==> config.mk <==
export PLATFORM = sky130hd
export DESIGN_NAME = led_pixel_fade_engine_top
export DESIGN_NICKNAME = d
export VERILOG_FILES = /design/src/rtl/lpf_pkg.sv /design/src/rtl/lpf_ram.sv /design/src/rtl/lpf_pixel_alu.sv /design/src/rtl/led_pixel_fade_engine_top.sv
export SDC_FILE = /design/constraint.sdc
export NUM_CORES = 2
export LEC_CHECK = 0
export BUFFER_PORTS_ARGS = -buffer_cell sky130_fd_sc_hd__buf_2
export CORE_ASPECT_RATIO = 0.5
export CORE_UTILIZATION = 30
export CTS_CLUSTER_DIAMETER = 100
export DETAILED_ROUTE_END_ITERATION = 8
export GPL_TIMING_DRIVEN = 0
export SYNTH_ARGS = -nofsm -noshare
export SYNTH_HDL_FRONTEND = slang
export SYNTH_SLANG_ARGS = --single-unit
==> constraint.sdc <==
create_clock -name clock -period 8.05 [get_ports clock]
set_input_delay 0.805 -clock clock [delete_from_list [all_inputs] [get_ports clock]]
set_output_delay 0.805 -clock clock [all_outputs]
set_load 0.05 [all_outputs]
==> src/rtl/lpf_pkg.sv <==
package lpf_pkg;

   localparam int NUM_PIXELS = 64;
   localparam int PIX_AW     = 6;
   localparam int COUNT_W    = 7;

   typedef enum logic [2:0] {
      OP_SET_TARGET = 3'd0,
      OP_STOP       = 3'd1,
      OP_TICK       = 3'd2,
      OP_STOP_ALL   = 3'd3,
      OP_FADE_OUT   = 3'd4,
      OP_WRITE      = 3'd5,
      OP_READ       = 3'd6
   } op_type;

   typedef enum logic [1:0] {
      ST_IDLE,
      ST_WALK,
      ST_DONE
   } state_type;

   localparam logic REG_BRIGHTNESS_SHIFT = 1'b0;
   localparam logic REG_FADE_IN_ONLY     = 1'b1;

   typedef struct packed {
      logic [2:0]        operation;
      logic [PIX_AW-1:0] pixel_index;
      logic [7:0]        red;
      logic [7:0]        green;
      logic [7:0]        blue;
   } req_type;

   typedef struct packed {
      logic               any_fading;
      logic [COUNT_W-1:0] stopped_count;
      logic [7:0]         pixel_red;
      logic [7:0]         pixel_green;
      logic [7:0]         pixel_blue;
   } rsp_type;

   typedef struct packed {
      logic       fading;
      logic [5:0] target;
      logic [7:0] red;
      logic [7:0] green;
      logic [7:0] blue;
   } pix_entry_type;

   localparam int PIX_W = $bits(pix_entry_type);

   typedef struct packed {
      logic [2:0] operation;
      logic [1:0] shift;
      logic       fade_in_only;
      logic [7:0] red;
      logic [7:0] green;
      logic [7:0] blue;
   } alu_ctrl_type;

   typedef struct packed {
      pix_entry_type entry;
      logic          stopped;
      logic          was_fading;
   } alu_res_type;

endpackage

==> src/rtl/lpf_ram.sv <==
module lpf_ram #(
   parameter int WIDTH = 8,
   parameter int DEPTH = 16
) (
   input  logic                     clock,
   input  logic                     wr_en,
   input  logic [$clog2(DEPTH)-1:0] wr_addr,
   input  logic [WIDTH-1:0]         wr_data,
   input  logic                     rd_en,
   input  logic [$clog2(DEPTH)-1:0] rd_addr,
   output logic [WIDTH-1:0]         rd_data
);

   logic [WIDTH-1:0] mem_ff [DEPTH];
   logic [WIDTH-1:0] rd_data_ff;

   always_ff @(posedge clock) begin
      if (wr_en) begin
         mem_ff[wr_addr] <= wr_data;
      end
      if (rd_en) begin
         rd_data_ff <= mem_ff[rd_addr];
      end
   end

   assign rd_data = rd_data_ff;

endmodule

==> src/rtl/lpf_pixel_alu.sv <==
module lpf_pixel_alu (
   input  lpf_pkg::alu_ctrl_type  ctrl,
   input  lpf_pkg::pix_entry_type cur,
   output lpf_pkg::alu_res_type   res
);

   import lpf_pkg::*;

   function automatic logic [1:0] quant_ch(input logic [7:0] v, input logic [1:0] s);
      logic [7:0] w;
      w = v >> (3'd6 - {1'b0, s});
      return w[1:0];
   endfunction

   function automatic logic [7:0] expand_ch(input logic [1:0] c, input logic [1:0] s);
      logic [7:0] w;
      w = {c, 6'b000000} >> s;
      return w;
   endfunction

   function automatic logic [7:0] step_ch(input logic [7:0] v, input logic [7:0] t);
      logic [7:0] r;
      if (v > t) begin
         r = v - 8'd1;
      end else if (v < t) begin
         r = v + 8'd1;
      end else begin
         r = v;
      end
      return r;
   endfunction

   logic [1:0] s_eff;
   logic [7:0] exp_r, exp_g, exp_b;
   logic [7:0] nxt_r, nxt_g, nxt_b;
   logic [7:0] base_r, base_g, base_b;
   logic [5:0] stop_code;
   logic       at_target;

   always_comb begin
      s_eff = (ctrl.shift == 2'd3) ? 2'd2 : ctrl.shift;
      exp_r = expand_ch(cur.target[5:4], s_eff);
      exp_g = expand_ch(cur.target[3:2], s_eff);
      exp_b = expand_ch(cur.target[1:0], s_eff);
      nxt_r = step_ch(cur.red, exp_r);
      nxt_g = step_ch(cur.green, exp_g);
      nxt_b = step_ch(cur.blue, exp_b);
      at_target = (nxt_r == exp_r) && (nxt_g == exp_g) && (nxt_b == exp_b);
      if (ctrl.operation == OP_TICK) begin
         base_r = nxt_r;
         base_g = nxt_g;
         base_b = nxt_b;
      end else begin
         base_r = cur.red;
         base_g = cur.green;
         base_b = cur.blue;
      end
      stop_code = {quant_ch(base_r, s_eff), quant_ch(base_g, s_eff), quant_ch(base_b, s_eff)};

      res = '0;
      res.entry = cur;
      case (ctrl.operation)
         OP_SET_TARGET: begin
            res.entry.target = {quant_ch(ctrl.red, s_eff), quant_ch(ctrl.green, s_eff),
                                quant_ch(ctrl.blue, s_eff)};
            res.entry.fading = 1'b1;
         end
         OP_STOP, OP_STOP_ALL: begin
            res.entry.target = stop_code;
            res.entry.red    = expand_ch(stop_code[5:4], s_eff);
            res.entry.green  = expand_ch(stop_code[3:2], s_eff);
            res.entry.blue   = expand_ch(stop_code[1:0], s_eff);
            res.entry.fading = 1'b0;
         end
         OP_TICK: begin
            if (cur.fading) begin
               res.was_fading  = 1'b1;
               res.entry.red   = nxt_r;
               res.entry.green = nxt_g;
               res.entry.blue  = nxt_b;
               if (at_target) begin
                  if ((cur.target == 6'd0) || ctrl.fade_in_only) begin
                     res.entry.target = stop_code;
                     res.entry.red    = expand_ch(stop_code[5:4], s_eff);
                     res.entry.green  = expand_ch(stop_code[3:2], s_eff);
                     res.entry.blue   = expand_ch(stop_code[1:0], s_eff);
                     res.entry.fading = 1'b0;
                     res.stopped      = 1'b1;
                  end else begin
                     res.entry.target = 6'd0;
                  end
               end
            end
         end
         OP_FADE_OUT: begin
            res.entry.target = 6'd0;
            res.entry.fading = 1'b1;
         end
         OP_WRITE: begin
            res.entry.red   = ctrl.red;
            res.entry.green = ctrl.green;
            res.entry.blue  = ctrl.blue;
         end
         default: begin
            res.entry = cur;
         end
      endcase
   end

endmodule

==> src/rtl/led_pixel_fade_engine_top.sv <==
// Channel   Direction  Payload     Handshake
// req       in         req_type    req_valid / req_stall
// rsp       out        rsp_type    rsp_valid / rsp_stall
// csr       in/out     32-bit APB  csr_psel, csr_penable, csr_pwrite, csr_pready
//
// A transaction addresses one pixel, or, for tick, stop all and fade all out, every one of
// the NUM_PIXELS pixels; req_stall holds off the next one until the result is issued.
// The single state memory is read one pixel per cycle during a walk and each pixel is
// written back in the next cycle. Reset is synchronous; a valid bit per pixel makes every
// pixel read as black and not fading after reset, so no clearing pass is needed.
// A stalled result waits in the output register while the next transaction is taken.
module led_pixel_fade_engine_top (
   input  logic             clock,
   input  logic             reset,
   input  logic             req_valid,
   output logic             req_stall,
   input  lpf_pkg::req_type req_data,
   output logic             rsp_valid,
   input  logic             rsp_stall,
   output lpf_pkg::rsp_type rsp_data,
   input  logic             csr_psel,
   input  logic             csr_penable,
   input  logic             csr_pwrite,
   input  logic [2:0]       csr_paddr,
   input  logic [31:0]      csr_pwdata,
   output logic [31:0]      csr_prdata,
   output logic             csr_pready
);

   import lpf_pkg::*;

   localparam logic [PIX_AW-1:0] LAST_PIXEL = PIX_AW'(NUM_PIXELS - 1);

   state_type           state_ff, state_in;
   req_type             req_ff, req_in;
   logic                issuing_ff, issuing_in;
   logic [PIX_AW-1:0]   issue_addr_ff, issue_addr_in;
   logic [PIX_AW-1:0]   last_addr_ff, last_addr_in;
   logic                pend_ff, pend_in;
   logic [PIX_AW-1:0]   pend_addr_ff, pend_addr_in;
   logic                pend_valid_ff, pend_valid_in;
   logic [NUM_PIXELS-1:0] ent_valid_ff, ent_valid_in;
   rsp_type             acc_ff, acc_in;
   logic                rsp_valid_ff, rsp_valid_in;
   rsp_type             rsp_data_ff, rsp_data_in;
   logic [1:0]          shift_ff, shift_in;
   logic                fio_ff, fio_in;

   logic                req_accept;
   logic                idx_ok;
   logic                ram_we;
   logic                ram_re;
   logic [PIX_W-1:0]    ram_rd_data;
   pix_entry_type       rd_entry;
   pix_entry_type       cur_entry;
   alu_ctrl_type        alu_ctrl;
   alu_res_type         alu_res;
   logic                csr_write;

   assign req_stall  = (state_ff != ST_IDLE);
   assign req_accept = req_valid && !req_stall;
   assign rsp_valid  = rsp_valid_ff;
   assign rsp_data   = rsp_data_ff;
   assign csr_pready = 1'b1;
   assign csr_write  = csr_psel && csr_penable && csr_pwrite;
   assign csr_prdata = (csr_paddr[2] == REG_FADE_IN_ONLY) ? {31'd0, fio_ff} : {30'd0, shift_ff};

   assign idx_ok    = ({1'b0, req_data.pixel_index} < (PIX_AW + 1)'(NUM_PIXELS));
   assign ram_re    = (state_ff == ST_WALK) && issuing_ff;
   assign ram_we    = (state_ff == ST_WALK) && pend_ff;
   assign rd_entry  = ram_rd_data;
   assign cur_entry = pend_valid_ff ? rd_entry : '0;

   assign alu_ctrl.operation    = req_ff.operation;
   assign alu_ctrl.shift        = shift_ff;
   assign alu_ctrl.fade_in_only = fio_ff;
   assign alu_ctrl.red          = req_ff.red;
   assign alu_ctrl.green        = req_ff.green;
   assign alu_ctrl.blue         = req_ff.blue;

   lpf_ram #(
      .WIDTH(PIX_W),
      .DEPTH(NUM_PIXELS)
   ) u_ram (
      .clock   (clock),
      .wr_en   (ram_we),
      .wr_addr (pend_addr_ff),
      .wr_data (alu_res.entry),
      .rd_en   (ram_re),
      .rd_addr (issue_addr_ff),
      .rd_data (ram_rd_data)
   );

   lpf_pixel_alu u_alu (
      .ctrl (alu_ctrl),
      .cur  (cur_entry),
      .res  (alu_res)
   );

   always_ff @(posedge clock) begin
      if (reset) begin
         state_ff      <= ST_IDLE;
         issuing_ff    <= 1'b0;
         pend_ff       <= 1'b0;
         ent_valid_ff  <= '0;
         rsp_valid_ff  <= 1'b0;
         shift_ff      <= 2'd0;
         fio_ff        <= 1'b0;
      end else begin
         state_ff      <= state_in;
         issuing_ff    <= issuing_in;
         pend_ff       <= pend_in;
         ent_valid_ff  <= ent_valid_in;
         rsp_valid_ff  <= rsp_valid_in;
         shift_ff      <= shift_in;
         fio_ff        <= fio_in;
      end
      req_ff        <= req_in;
      issue_addr_ff <= issue_addr_in;
      last_addr_ff  <= last_addr_in;
      pend_addr_ff  <= pend_addr_in;
      pend_valid_ff <= pend_valid_in;
      acc_ff        <= acc_in;
      rsp_data_ff   <= rsp_data_in;
   end

   always_comb begin
      shift_in = shift_ff;
      fio_in   = fio_ff;
      if (csr_write) begin
         if (csr_paddr[2] == REG_FADE_IN_ONLY) begin
            fio_in = csr_pwdata[0];
         end else begin
            shift_in = csr_pwdata[1:0];
         end
      end
   end

   always_comb begin
      state_in      = state_ff;
      req_in        = req_ff;
      issuing_in    = issuing_ff;
      issue_addr_in = issue_addr_ff;
      last_addr_in  = last_addr_ff;
      pend_in       = 1'b0;
      pend_addr_in  = issue_addr_ff;
      pend_valid_in = ent_valid_ff[issue_addr_ff];
      ent_valid_in  = ent_valid_ff;
      acc_in        = acc_ff;
      rsp_valid_in  = rsp_valid_ff && rsp_stall;
      rsp_data_in   = rsp_data_ff;
      case (state_ff)
         ST_IDLE: begin
            if (req_accept) begin
               req_in   = req_data;
               acc_in   = '0;
               state_in = ST_WALK;
               if (req_data.operation inside {OP_TICK, OP_STOP_ALL, OP_FADE_OUT}) begin
                  issuing_in    = 1'b1;
                  issue_addr_in = '0;
                  last_addr_in  = LAST_PIXEL;
               end else if (req_data.operation inside {OP_SET_TARGET, OP_STOP, OP_WRITE,
                                                       OP_READ}) begin
                  issuing_in    = idx_ok;
                  issue_addr_in = req_data.pixel_index;
                  last_addr_in  = req_data.pixel_index;
               end else begin
                  issuing_in = 1'b0;
               end
            end
         end
         ST_WALK: begin
            if (issuing_ff) begin
               pend_in = 1'b1;
               if (issue_addr_ff == last_addr_ff) begin
                  issuing_in = 1'b0;
               end else begin
                  issue_addr_in = issue_addr_ff + PIX_AW'(1);
               end
            end
            if (pend_ff) begin
               ent_valid_in[pend_addr_ff] = 1'b1;
               acc_in.any_fading    = acc_ff.any_fading | alu_res.was_fading;
               acc_in.stopped_count = acc_ff.stopped_count + COUNT_W'(alu_res.stopped);
               if (req_ff.operation == OP_READ) begin
                  acc_in.pixel_red   = cur_entry.red;
                  acc_in.pixel_green = cur_entry.green;
                  acc_in.pixel_blue  = cur_entry.blue;
               end
            end
            if (!issuing_ff) begin
               state_in = ST_DONE;
            end
         end
         ST_DONE: begin
            if (!rsp_valid_ff || !rsp_stall) begin
               rsp_valid_in = 1'b1;
               rsp_data_in  = acc_ff;
               state_in     = ST_IDLE;
            end
         end
         default: begin
            state_in = ST_IDLE;
         end
      endcase
   end

   a_busy_after_accept: assert property (@(posedge clock) disable iff (reset)
      req_accept |=> (state_ff == ST_WALK))
      else $error("no walk after an accepted transaction");

   a_write_in_walk: assert property (@(posedge clock) disable iff (reset)
      ram_we |-> (state_ff == ST_WALK))
      else $error("state memory written outside a walk");

   a_done_drained: assert property (@(posedge clock) disable iff (reset)
      (state_ff == ST_DONE) |-> (!issuing_ff && !pend_ff))
      else $error("result issued while pixels are still in flight");

   a_rsp_from_done: assert property (@(posedge clock) disable iff (reset)
      $rose(rsp_valid_ff) |-> $past(state_ff == ST_DONE))
      else $error("result appeared without a finished transaction");

endmodule
==> flow_summary_export.csv <==
group,metric,value,unit
outcome,status,"finished, violations left",
outcome,violations,"capacitance limit, slew limit",
timing,fin_crit_sh,91.4,%
timing,rsz0062_at_grt,"no",
worst_setup_path,crit_path_cell_trace,"buf_2 > buf_4 > buf_6 > buf_2 > nand2_1 > inv_1 > ha_1 > nand4_1 > o221ai_1 > nor3_1 > nor4_1 > nand3_1 > or4_4 > nor4_4 > buf_6 > o21ai_2 > a222oi_1 > o311ai_4 > buf_16 > buf_16",
detailed_routing,first_pass_iters,5,
floorplan,die_y,382,um
timing,finalCriticalPeriod,7.35,ns
synth,synth.distinct_cells,88,
timing,relSlewSlack,-6.89,%
worst_setup_path,cp-start-kind,"flip-flop",
placed_design,hpwl,174000,um
cts,clk_pin_slew,0.06,ns
synth,synth_top_flop_cell,"edfxtp_1",
detailed_routing,wirelength,252000,um
finish,final_cell_count_no_fill,8473,
grt,grt_usage,16.9,%
synth,synthCells,3984,
worst_setup_path,r2r-start,"pend_valid_ff",
run,drv_cap,3,
worst_setup_path,rrSetupSlack,0.70,ns
floorplan,start_util,30.2,%
cts,cts_tree,"yes",
finish,drive_gt1_share,29.5,%
detailed_routing,drt_iter0_drc,5640,
cts,cts.path.max_buffers,3,
cts,htree_levels,4,
worst_setup_path,cp.buffers_inverters,8,
detailed_routing,wl_per_cell,29.7,um
floorplan,core_area,287000,um2
detailed_routing,antenna_left,0,
floorplan,rows,139,
synth,synth_area,86600,um2
placed_design,pre_cts_slack,0.982,ns
detailed_routing,vias,44500,
synth,ys_seq_area_share,75.2,%
cts,cts_resized,0,
hold_path,min_to,"alu_ctrl[23]",
worst_setup_path,worst_ep_arrival_time,7.91,ns
placed_design,dp.cells,8084,
grt,grt_first_pass_wirelength,347000,um
placed_design,placed_cell_area,95300,um2
worst_setup_path,cp_max_fo,20,
cts,clock_sinks,2197,
synth,synth_area_per_cell,21.7,um2
finish,areaGrowthSynthToFinish,17.8,%
finish,final_area,102000,um2
worst_setup_path,crit_path_top_delay_cell,"nor4_1",
grt,first_global_vias,44200,
synth,synth.area.top_cells,"edfxtp_1 (73%), mux4_2 (17%), dfxtp_1 (1.8%), nor2_1 (1.1%), clkbuf_1 (0.66%)",
hold_path,hold_start,"req_data[23]",
synth,yosys.area.top_type,"edfxtp_1",
grt,grt_overflow,0,
grt,antenna_found_initial,18,
detailed_routing,drc,0,
placed_design,io_buffers,77,
timing,tightest_slew,1.60,ns
synth,yosysWarnings,0,
worst_setup_path,cp.depth,20,
timing,fin_ws,0.696,ns
worst_setup_path,cp.required,8.60,ns
synth,yosys.area.top_type_share,73.4,%
hold_path,hold_path_class,"in -> reg",
worst_setup_path,reg2regPathDepth,20,
worst_setup_path,critical_path_class,"reg -> reg",
power_and_ir_drop,leakagePower,0.0314,uW
timing,hold_violations,0,
synth,synth_edf_count,2118,
detailed_routing,viasPerCell,5.25,
cts,cts_setup_buffers,0,
worst_setup_path,max_stage_delay,0.82,ns
worst_setup_path,r2r-end,"u_ram.mem_ff[32][6]",
power_and_ir_drop,peakVddDrop,252,uV
cts,ctsHoldBuffers,0,
cts,clk_latency,0.85,ns
floorplan,ios,142,
finish,nets,4520,
power_and_ir_drop,powerDensity,244,nW/um2
finish,final_util,35.5,%
power_and_ir_drop,total_power,24900,uW
floorplan,dieArea,291000,um2
cts,cts_made_buffers,208,
timing,fmax,0.136,GHz
timing,drv_slew,20,
worst_setup_path,end_kind,"flip-flop",
worst_setup_path,cp_top_family,"simple AND/OR/NAND/NOR gates",
cts,root_buffer,"clkbuf_16",
hold_path,holdPathStages,1,
placed_design,routabilityCongestion,0.882,
synth,synthArstFlopShare,0,%
floorplan,die_w,762,um
synth,ys_ff_latch,2197,
timing,finalSetupViolCount,0,
grt,grt_max_degree,65,
timing,fin_skew,0.0438,ns
-- placed cells by master (no fill, tap or decap), types with 15 or more instances in the layout --
cell type,instances
ha_1,27
conb_1,34
dfxtp_1,79
xnor2_1,38
buf_12,89
a21oi_1,32
clkinv_2,39
clkbuf_16,209
mux2i_1,23
buf_2,83
clkinv_1,43
edfxtp_1,2118
buf_4,35
nand3_1,38
buf_16,20
clkbuf_1,202
nor2_1,180
nor2_4,64
buf_1,44
o21ai_0,55
mux4_2,672
nand2_1,104
inv_1,26
nor3_1,15
-- metal layers --
metal / vias to the layer above / GRT usage, % / wire (um)
li1: 17600 / - / -
met1: 24100 / 23.2 / 101000
met2: 2375 / 27.2 / 119000
met3: 383 / 3.60 / 23600
met4: 8 / 5.00 / 7550
met5: - / 0 / 57
-- how the worst max path moves through the flow --
| stage | from | endpoint | slack (ns) |
|---|---|---|---|
| after floorplan | pend_valid_ff | u_ram.mem_ff[0][7] | 0.83 |
| after global placement | pend_valid_ff | u_ram.mem_ff[32][7] | -5.37 |
| after detailed placement | pend_valid_ff | u_ram.mem_ff[34][6] | 0.98 |
| after CTS | pend_valid_ff | u_ram.mem_ff[38][6] | 0.92 |
| after global routing | pend_valid_ff | u_ram.mem_ff[38][6] | 0.63 |
| final | pend_valid_ff | u_ram.mem_ff[32][6] | 0.70 |
-- kinds of logic (layout without fill, tap and decap cells) --
group	Yosys count	count (layout)	synth area share, %
muxes	698	698	17.8
buffers and inverters	276	851	1.46
other	2	39	0.00867
and+or+nand+nor	510	510	2.73
xor gates and xnor gates	48	48	0.520
adders and majority gates	27	27	0.390
DFF	2197	2197	75.2
AOI/OAI and AO/OA	226	226	1.86
-- flip-flops by register name (all words and copies together), names as in the netlist, 6 cells and up --
name           count
acc_ff            32
u_ram.mem_ff    1984
rsp_data          32
issue_addr_ff      6
pend_addr_ff       6
alu_ctrl          27
u_ram.rd_data     31
ent_valid_ff      64
last_addr_ff       6
-- synth_stat cells, drive strengths merged, types with 3 or more instances --
cell type     n
nand3b        6
o31ai        15
o221ai       18
mux4        672
o211ai       10
o41ai         3
clkbuf      158
a22oi         3
o22ai         4
nor4          6
and2         18
buf          91
a31oi         4
edfxtp     2118
nand4        15
dfxtp        79
nor2        244
or4           9
and3          9
o21ba        14
nor2b         3
a21oi        39
mux2i        23
a222oi        3
o311ai        6
mux2          3
nand2       106
or3          13
xor2          8
and4          3
a221oi        5
nand2b       12
nand3        39
xnor2        38
nor3         17
a211oi        8
o21a          6
o2111a        4
inv          27
ha           27
o21ai        63
-- per-stage QoR --
step	TNS, ns	hold WS, ns
final	0	0.143
after global routing	0	0.111
after CTS	0	0.0920
after detailed placement	0	0.373
after global placement	-3776.83	0.371
after floorplan	0	0.346
-- worst register-to-register path: cells and delay by family (launching register included) --
family,cells,cell delay [ns]
buffers and inverters,8,1.95
AO/OA/AOI/OAI,4,1.74
AND/OR/NAND/NOR,7,2.70
adder cells (fa/ha/maj),1,0.20
flip-flops,1,0.45
-- final cells by class --
type / count / area [um2]
Fill cell: 26100 / 185000
Antenna cell: 5 / 12.5
Multi-Input combinational cell: 1543 / 21200
Buffer: 249 / 1170
Inverter: 27 / 101
Timing Repair Buffer: 192 / 2810
Clock buffer: 270 / 5540
Tap cell: 3877 / 4850
Clock inverter: 113 / 1130
Sequential cell: 2197 / 65200
-- report_power, final --
part	leakage [uW]	total, uW	internal, uW	switching, uW
registers	0.0201	12700	12600	39.1
logic	0.00803	2540	937	1600
clock network	0.00326	9650	5330	4320
total	0.0314	24900	18900	5960
Power figures use the tool's default switching activity.
